<file path="src/hw/rtl/fpa_pkg.sv">
// ----------------------------------------------------------------------------
// fpa_pkg
// shared types, opcodes and saturation helpers for the q24.8 fixed-point alu
// ----------------------------------------------------------------------------
package fpa_pkg;

   // opcodes carried on the request tuser field
   typedef enum logic [3:0] {
      OP_ADD      = 4'd0,
      OP_SUB      = 4'd1,
      OP_MUL      = 4'd2,
      OP_DIV      = 4'd3,
      OP_GT       = 4'd4,
      OP_LT       = 4'd5,
      OP_GE       = 4'd6,
      OP_LE       = 4'd7,
      OP_EQ       = 4'd8,
      OP_NE       = 4'd9,
      OP_INC      = 4'd10,
      OP_DEC      = 4'd11,
      OP_MIN      = 4'd12,
      OP_MAX      = 4'd13,
      OP_TO_INT   = 4'd14,
      OP_FROM_INT = 4'd15
   } op_type;

   localparam logic [31:0] SAT_MAX = 32'h7fff_ffff;
   localparam logic [31:0] SAT_MIN = 32'h8000_0000;

   // classified request as it sits in the queue
   typedef struct packed {
      op_type      op;
      logic [31:0] a;
      logic [31:0] b;
      logic        b_zero;
   } item_type;

   // one result transaction
   typedef struct packed {
      logic [31:0] value;
      logic        cmp;
      logic        ovf;
      logic        dz;
   } result_type;

   typedef struct packed {
      logic [31:0] value;
      logic        ovf;
   } sat_type;

   // clamp a sign-magnitude value to the signed 32-bit range
   function automatic sat_type sat_mag(input logic [63:0] m, input logic neg);
      sat_type s;
      s.ovf   = 1'b0;
      s.value = '0;
      if (neg) begin
         if (m > 64'h0000_0000_8000_0000) begin
            s.ovf   = 1'b1;
            s.value = SAT_MIN;
         end else begin
            s.value = 32'(64'd0 - m);
         end
      end else begin
         if (m > 64'h0000_0000_7fff_ffff) begin
            s.ovf   = 1'b1;
            s.value = SAT_MAX;
         end else begin
            s.value = m[31:0];
         end
      end
      return s;
   endfunction

   // clamp a 33-bit two's complement sum to 32 bits
   function automatic sat_type sat33(input logic [32:0] v);
      sat_type s;
      s.ovf   = v[32] ^ v[31];
      s.value = s.ovf ? (v[32] ? SAT_MIN : SAT_MAX) : v[31:0];
      return s;
   endfunction

endpackage

</file>
<file path="src/hw/rtl/fpa_front.sv">
// ----------------------------------------------------------------------------
// fpa_front
// accepts request transactions, decodes the opcode and pushes into the queue
// ----------------------------------------------------------------------------
module fpa_front (
   input  logic             clock,
   input  logic             reset,
   input  logic             req_tvalid,
   output logic             req_tready,
   input  logic [63:0]      req_tdata,
   input  logic [7:0]       req_tuser,
   output logic             push,
   output fpa_pkg::item_type push_item,
   input  logic             queue_full
);
   import fpa_pkg::*;

   logic     valid_ff, valid_in;
   item_type item_ff, item_in;
   logic     take;

   // input slot frees whenever its content moves on
   assign push       = valid_ff && !queue_full;
   assign req_tready = !valid_ff || push;
   assign take       = req_tvalid && req_tready;
   assign push_item  = item_ff;

   // classify the incoming transaction
   always_comb begin
      item_in.op     = op_type'(req_tuser[3:0]);
      item_in.a      = req_tdata[31:0];
      item_in.b      = req_tdata[63:32];
      item_in.b_zero = (req_tdata[63:32] == 32'd0);
      valid_in       = take || (valid_ff && !push);
   end

   always_ff @(posedge clock) begin
      if (reset) begin
         valid_ff <= 1'b0;
      end else begin
         valid_ff <= valid_in;
      end
   end

   always_ff @(posedge clock) begin
      if (take) begin
         item_ff <= item_in;
      end
   end

endmodule

</file>
<file path="config.mk">
export PLATFORM = sky130hd
export DESIGN_NAME = fpa_front
export DESIGN_NICKNAME = d
export VERILOG_FILES = /design/src/hw/rtl/fpa_pkg.sv /design/src/hw/rtl/fpa_front.sv
export SDC_FILE = /design/constraint.sdc
export NUM_CORES = 1
export LEC_CHECK = 0
export ABC_AREA = 1
export BUFFER_PORTS_ARGS = -buffer_cell sky130_fd_sc_hd__buf_2
export CAP_MARGIN = 10
export CORE_MARGIN = 4
export CORE_UTILIZATION = 30
export DETAILED_ROUTE_END_ITERATION = 8
export GPL_ROUTABILITY_DRIVEN = 0
export RECOVER_POWER = 50
export SLEW_MARGIN = 10
export SYNTH_ARGS = -nofsm -noshare
export SYNTH_HDL_FRONTEND = slang
export SYNTH_SLANG_ARGS = --single-unit
</file>
<file path="constraint.sdc">
create_clock -name clock -period 5.95 [get_ports clock]
set_input_delay 0.595 -clock clock [delete_from_list [all_inputs] [get_ports clock]]
set_output_delay 0.595 -clock clock [all_outputs]
set_load 0.1 [all_outputs]
</file>
==> metrics <==
outcome finished, violations left; failing checks max-capacitance violations, max-slew violations; Synth area leaders edfxtp_1, nor2_1, nand2_1; cts-stage hold buffer count 0; flop and latch count out of synthesis 70; Max Slew Vio Count 70; Final ANT Viol Nets 0; post-synth cell types 6; met3 wire length 768 um; CP Launch Type input pin; Critical Path AT 3400 ps; Final Critical Period 3530 ps; Via density 4.07; routed length on met2 2.49 mm; Initial DRT Pass Iterations 4; count of clock tree sinks 70; Required @ worst endpoint 5820 ps; initial antenna violation count 0; leading area contributor after synthesis edfxtp_1; sequential fraction of the synthesis area 0.937; crit path to push_item[18]$_DFFE_PP_; power density over the cells 386 mW/mm^2; Root Driver clkbuf_8; ANT cells 0; Clock Pin Slew Worst Setup and Hold Paths 70 ps; Hold/Removal Path Class input pin to flop; Pleak 0.00134 uW; FF-to-FF path depth 2; Pint 848 uW; R2R Setup Slk 2490 ps; Highest Signal Layer met4; GR Util All Layers 0.120; Die H 94.3 um; path type of the worst setup path input pin to flop; post-CTS setup buffer count 0; R2R Path End push_item[18]$_DFFE_PP_; Multi-input gate area 145 sq um; Crit. End Element flop; Avg Cell Area, Syn 20.9 sq um; launch point of the worst path queue_full; first-pass GRT wire length 7.72 mm; I/O Buffers 142; clock buffer count from CTS 9; Net Sw Frac 0.328; relative slew slack -1.35; pin slew with the least headroom to its limit 3530 ps; Vias 1,486; synth warn 0; num ports 147; final wirelength 5.39 mm; unrepaired setup endpoints after global routing false; Max VDD drop 0.0000962 V; area grow syn2layout 46.4%; core area 0.00725 sq mm; Clk pwr share 0.323; combinational power share 0.213; Sw Pwr 414 uW; final core occ 0.451; fmax 283 MHz; worst-path maximum fanout 69; post-synth top area share 0.928; worst reg2reg startpoint valid_ff$_SDFF_PP0_; Syn Inst Count 107; Clock Path Buffers 2; WL met1 2.06 mm; Final Hold Fails 0; H-tree depth 3; largest net degree at the start of global routing 70; Residual DRC 0; Cells after DPL 349; max cap viols 1; Final Non-Filler Cells 365; grt ovf 0; Syn Nets 183; sequential cell area 0.00209 sq mm; Initial Util 0.308; period utilization 0.593; clock skew 7.53 ps; final setup violation count 0; vias in the first global route 1,435; full die area 0.00889 sq mm; starting DRC count in detailed routing 33; TritonCTS clock tree yes; clk_lat worst skew 330 ps; Die Width 94.3 um; synthesized cell area 0.00223 sq mm; routed len/inst 14.8 um; fill cell count 699; layout cells sized above 1 0.508; setup TNS 0 ps; total power 1260 uW; Nets 337; CTS resizes 0; sequential power share 0.463; row count 31
-- power groups by stage --
| stage | clock network (uW) | registers [uW] | logic [uW] |
|---|---|---|---|
| floorplan | 0 | 795 | 17.1 |
| global placement | 0 | 593 | 272 |
| detailed placement | 0 | 594 | 273 |
| CTS | 423 | 583 | 274 |
| global route | 449 | 588 | 277 |
| finish | 408 | 585 | 269 |
-- registers in the layout, indices dropped and copies added (netlist names) --
name,cells
valid_ff,1
push_item,69
-- cell type report --
cell class / instances / share of cell area
inverter: 2 / 0.00230
timing repair buffer: 143 / 0.210
multi-input combinational: 35 / 0.0444
clock buffer: 10 / 0.0390
sequential: 70 / 0.640
tap: 99 / 0.0379
clock inverter: 6 / 0.0264
-- cell families after synthesis --
kind of cell,share of synthesized area
AND/OR/NAND/NOR,0.0555
flip-flops,0.937
buffers and inverters,0.00336
AO/OA/AOI/OAI,0.00448
-- cells in the mapped netlist --
cell / instances
edfxtp_1: 69
dfxtp_1: 1
a21oi_1: 2
inv_1: 2
nor2_1: 22
nand2_1: 11
-- layout by cell type (no fill, tap or decap) --
master and count:
a21oi_1 1, a21oi_4 1, buf_2 120, bufinv_16 2, clkbuf_1 24, clkbuf_8 9, clkinv_1 1, clkinv_2 1
clkinv_4 2, dfxtp_1 1, edfxtp_1 69, inv_1 2, nand2_1 11, nor2_1 22
-- critical path, cell delays in order --
cell	delay [ps]
clkbuf_1	120
a21oi_4	140
clkbuf_1	2470
-- how the worst min path moves through the flow --
stage	start	to	slack, ps	cells past startpoint
floorplan	reset	valid_ff$_SDFF_PP0_	660	1
global placement	valid_ff$_SDFF_PP0_	valid_ff$_SDFF_PP0_	500	2
detailed placement	valid_ff$_SDFF_PP0_	valid_ff$_SDFF_PP0_	530	2
CTS	reset	valid_ff$_SDFF_PP0_	380	2
global route	reset	valid_ff$_SDFF_PP0_	380	2
finish	reset	valid_ff$_SDFF_PP0_	400	2
-- metal layers --
layer,up-vias,track usage
met5,-,0
met2,97,0.189
met3,6,0.0649
li1,703,-
met1,680,0.134
met4,0,0.0505
-- per-stage QoR --
step / hold slack [ps] / area, sq um / worst slack (ps)
final: 403 / 3270 / 2420
after detailed placement: 525 / 3090 / 3990
after global routing: 384 / 3270 / 2110
after floorplan: 664 / 2230 / 1450
after global placement: 502 / 3090 / 4010
after CTS: 376 / 3300 / 4050
Note: power is estimated with default switching activity, not from simulation.
