**src/hw/rtl/fpa_pkg.sv**
```systemverilog
// ----------------------------------------------------------------------------
// fpa_pkg
// shared types, opcodes and saturation helpers for the q24.8 fixed-point alu
// ----------------------------------------------------------------------------
package fpa_pkg;

   // opcodes carried on the request tuser field
   typedef enum logic [3:0] {
      OP_ADD      = 4'd0,
      OP_SUB      = 4'd1,
      OP_MUL      = 4'd2,
      OP_DIV      = 4'd3,
      OP_GT       = 4'd4,
      OP_LT       = 4'd5,
      OP_GE       = 4'd6,
      OP_LE       = 4'd7,
      OP_EQ       = 4'd8,
      OP_NE       = 4'd9,
      OP_INC      = 4'd10,
      OP_DEC      = 4'd11,
      OP_MIN      = 4'd12,
      OP_MAX      = 4'd13,
      OP_TO_INT   = 4'd14,
      OP_FROM_INT = 4'd15
   } op_type;

   localparam logic [31:0] SAT_MAX = 32'h7fff_ffff;
   localparam logic [31:0] SAT_MIN = 32'h8000_0000;

   // classified request as it sits in the queue
   typedef struct packed {
      op_type      op;
      logic [31:0] a;
      logic [31:0] b;
      logic        b_zero;
   } item_type;

   // one result transaction
   typedef struct packed {
      logic [31:0] value;
      logic        cmp;
      logic        ovf;
      logic        dz;
   } result_type;

   typedef struct packed {
      logic [31:0] value;
      logic        ovf;
   } sat_type;

   // clamp a sign-magnitude value to the signed 32-bit range
   function automatic sat_type sat_mag(input logic [63:0] m, input logic neg);
      sat_type s;
      s.ovf   = 1'b0;
      s.value = '0;
      if (neg) begin
         if (m > 64'h0000_0000_8000_0000) begin
            s.ovf   = 1'b1;
            s.value = SAT_MIN;
         end else begin
            s.value = 32'(64'd0 - m);
         end
      end else begin
         if (m > 64'h0000_0000_7fff_ffff) begin
            s.ovf   = 1'b1;
            s.value = SAT_MAX;
         end else begin
            s.value = m[31:0];
         end
      end
      return s;
   endfunction

   // clamp a 33-bit two's complement sum to 32 bits
   function automatic sat_type sat33(input logic [32:0] v);
      sat_type s;
      s.ovf   = v[32] ^ v[31];
      s.value = s.ovf ? (v[32] ? SAT_MIN : SAT_MAX) : v[31:0];
      return s;
   endfunction

endpackage

```
**src/hw/rtl/fpa_queue.sv**
```systemverilog
// ----------------------------------------------------------------------------
// fpa_queue
// two-entry queue between the front and the execution pipeline
// ----------------------------------------------------------------------------
module fpa_queue (
   input  logic              clock,
   input  logic              reset,
   input  logic              push,
   input  fpa_pkg::item_type push_item,
   output logic              full,
   input  logic              pop,
   output logic              empty,
   output fpa_pkg::item_type head
);
   import fpa_pkg::*;

   item_type   mem_ff [2];
   logic       wr_ptr_ff, wr_ptr_in;
   logic       rd_ptr_ff, rd_ptr_in;
   logic [1:0] count_ff, count_in;

   assign full  = (count_ff == 2'd2);
   assign empty = (count_ff == 2'd0);
   assign head  = mem_ff[rd_ptr_ff];

   // pointer and fill count update
   always_comb begin
      wr_ptr_in = push ? !wr_ptr_ff : wr_ptr_ff;
      rd_ptr_in = pop ? !rd_ptr_ff : rd_ptr_ff;
      count_in  = count_ff + 2'(push) - 2'(pop);
   end

   always_ff @(posedge clock) begin
      if (reset) begin
         wr_ptr_ff <= 1'b0;
         rd_ptr_ff <= 1'b0;
         count_ff  <= 2'd0;
      end else begin
         wr_ptr_ff <= wr_ptr_in;
         rd_ptr_ff <= rd_ptr_in;
         count_ff  <= count_in;
      end
   end

   always_ff @(posedge clock) begin
      if (push) begin
         mem_ff[wr_ptr_ff] <= push_item;
      end
   end

   // fill count stays within the two entries
   a_count_range: assert property (@(posedge clock) disable iff (reset)
      count_ff != 2'd3)
      else $error("queue count out of range");
   a_no_push_full: assert property (@(posedge clock) disable iff (reset)
      full |-> !push || pop)
      else $error("push into full queue");
   a_no_pop_empty: assert property (@(posedge clock) disable iff (reset)
      empty |-> !pop)
      else $error("pop from empty queue");

endmodule

```
**config.mk**
```make
export PLATFORM = sky130hd
export DESIGN_NAME = fpa_queue
export DESIGN_NICKNAME = d
export VERILOG_FILES = /design/src/hw/rtl/fpa_pkg.sv /design/src/hw/rtl/fpa_queue.sv
export SDC_FILE = /design/constraint.sdc
export NUM_CORES = 1
export LEC_CHECK = 0
export ABC_AREA = 1
export BUFFER_PORTS_ARGS = -buffer_cell sky130_fd_sc_hd__buf_2
export CAP_MARGIN = 0
export CORE_MARGIN = 8
export CORE_UTILIZATION = 35
export DETAILED_ROUTE_END_ITERATION = 8
export SETUP_SLACK_MARGIN = 0.3
export SLEW_MARGIN = 10
export SYNTH_ARGS = -nofsm -noshare
export SYNTH_HDL_FRONTEND = slang
export SYNTH_SLANG_ARGS = --single-unit
export TNS_END_PERCENT = 20
```
**constraint.sdc**
```tcl
create_clock -name clock -period 5.3 [get_ports clock]
set_clock_uncertainty 0.05 [all_clocks]
set_input_delay 0.53 -clock clock [delete_from_list [all_inputs] [get_ports clock]]
set_output_delay 0.53 -clock clock [all_outputs]
set_load 0.01 [all_outputs]
```
==> reports/qor.yml <==
outcome: "complete, no violations"
fin_area_sq_um: 6730
finalMaxSlewViolations: 0
yosys_warnings: 0
powerDensity_nw_per_um2: 408
grt_pass1_wl_um: 16100
first_global_vias: 3078
holdPathStages: 1
fp-row-count: 44
power_leakage_nw: 2.56
antenna_found_initial: 1
drc: 0
final.min_clock_period_ns: 2.60
synth-seq-cells: 143
syn_avg_cell_area_sq_um: 21.3
nNetsFinal: 477
finalHoldViolCount: 0
ys_seq_area_share_pct: 80.9
holdCritPathClass: "primary input to flop"
syn-cell-area_sq_um: 5250
post_cts_buffers: 0
vias: 2702
syn_to_final_growth_pct: 28.4
drt-initial-drc-count: 109
grt_start_max_net_pins: 70
grt_usage_pct: 10.8
wire_per_inst_um: 17.0
cts_max_level: 4
ant_nets: 0
layout_commonest_cell: "buf_2"
reg2reg_depth: 2
max_freq_mhz: 385
synthCells: 246
clock-sinks: 143
path_clk_slew_ns: 0.06
synth_simple_gate_area_share_pct: 1.05
synthXorXnorAreaFrac_pct: 0.167
hpwl_um: 6650
clk_latency_ns: 0.41
place_area_sq_um: 6160
final_cell_mix: "buf_2 (143), edfxtp_1 (138), mux2_2 (59)"
synthMuxAreaShare_pct: 15.5
synth-compound-area-share_pct: 0.0954
num_io_pins: 144
place_congestion: 0.702
end_kind: "output pin"
start_kind: "flop"
ctsResizeCount: 0
r2r_slack_ns: 3.14
synth_nets: 321
grt_overflow: 0
die_x_um: 138
path_cells: "mux2_2 > buf_2"
final_util_pct: 46.2
die_area_sq_um: 19200
cts-hold-fix-buffers: 0
worst_pin_slew_ns: 1.00
routed_via_density: 4.51
cpPeakStageDelay_ns: 1.02
routed_wl_um: 10200
min_to: "mem_ff[1][53]$_DFFE_PP_"
core-area_sq_um: 14600
min_from: "push_item[53]"
max_slew_margin_pct: 32.9
synth_top_family_by_area: "multiplexers"
path_max_fanout: 69
synthAdderAreaFrac_pct: 0.477
first_pass_iters: 4
drive_gt1_share_pct: 58.6
clock_path_buffers: 2
cts_buffers: 17
finalSetupTns_ns: 0
setup_violations: 0
port_buffers: 143
criticalPathCategory: "flop to output pin"
r2r-start: "wr_ptr_ff$_SDFFE_PP0P_"
ys_types: 15
cp_data_arrival_time_ns: 2.02
start_util_pct: 36.0
critPathSlowestCell: "dfxtp_4"
die_h_um: 138
period_share_pct: 49.0
tritoncts: "done"
drv_cap: 0
ir_worst_vdd_mv: 0.190
root_buffer: "clkbuf_16"
rsz0062_at_grt: "false"
cp.required_ns: 4.72
num_antenna_cells: 0
reg2reg_to: "mem_ff[0][23]$_DFFE_PP_"
-- worst max-delay path, delay by kind of cell (launching register included) --
family	cells	cell delay [ns]
buf+inv	1	0.14
flops	1	1.02
mux	1	0.43
-- per-stage QoR --
step | cells | setup WS [ns] | total power, W | hold WS (ns)
CTS | 599 | 2.63 | 0.00279 | 0.230
detailed placement | 567 | 2.72 | 0.00162 | 0.446
floorplan | 246 | 1.29 | 0.00151 | 0.430
global route | 599 | 2.56 | 0.00285 | 0.227
global placement | 567 | 2.76 | 0.00161 | 0.444
finish | 599 | 2.70 | 0.00274 | 0.253
-- power by group --
group          switching, W  internal [W]
Combinational      0.000120      0.000124
Clock              0.000428      0.000728
Sequential        0.0000355       0.00131
-- registers in the layout (all words and copies together), names as in the netlist, named ones only --
name       count
count_ff       2
rd_ptr_ff      1
mem_ff       138
wr_ptr_ff      1
-- routing by layer --
layer	GRT usage, %	part of all wire [%]	vias to the layer above	wire [um]
met3	4.86	8.0	15	808
met2	17.6	48	96	4900
met1	11.8	42	1321	4280
li1	-	-	1268	-
met5	0	0.12	-	12
met4	5.15	1.6	2	158
-- cell usage after synthesis (all sizes together) --
cell type	count	area share, %
edfxtp	138	79
mux2	69	16
buf	8	1.2
inv	8	0.57
nor2	8	0.57
dfxtp	5	1.9
nand2	4	0.29
ha	2	0.48
a21oi	1	0.095
nand3	1	0.095
nor3	1	0.095
xnor2	1	0.17
-- final cells by class --
cell class | count | area (sq um)
multi-input cells | 87 | 916
flip-flops and latches | 143 | 4250
repair buffers | 145 | 731
inverters | 8 | 31.3
fillers | 1300 | 7860
clock buffers | 18 | 429
clock inverters | 14 | 149
well taps | 184 | 230
-- kinds of logic (layout without fill, tap and decap cells) --
| logic type | count (synthesis) | in the layout |
|---|---|---|
| AO/OA/AOI/OAI | 1 | 1 |
| multiplexers | 69 | 69 |
| buffers and inverters | 16 | 185 |
| XOR/XNOR | 1 | 1 |
| flip-flops | 143 | 143 |
| adder cells (fa/ha/maj) | 2 | 2 |
| AND/OR/NAND/NOR | 14 | 14 |
-- worst max-delay path by stage --
stage,end,startpoint,depth (start not counted)
after floorplan,mem_ff[0][0]$_DFFE_PP_,push,2
final,head[68],flop,2
after global placement,mem_ff[0][10]$_DFFE_PP_,push,4
after detailed placement,mem_ff[0][10]$_DFFE_PP_,push,4
after global routing,head[68],flop,2
after CTS,head[27],flop,2
(Power assumes the default switching activity.)
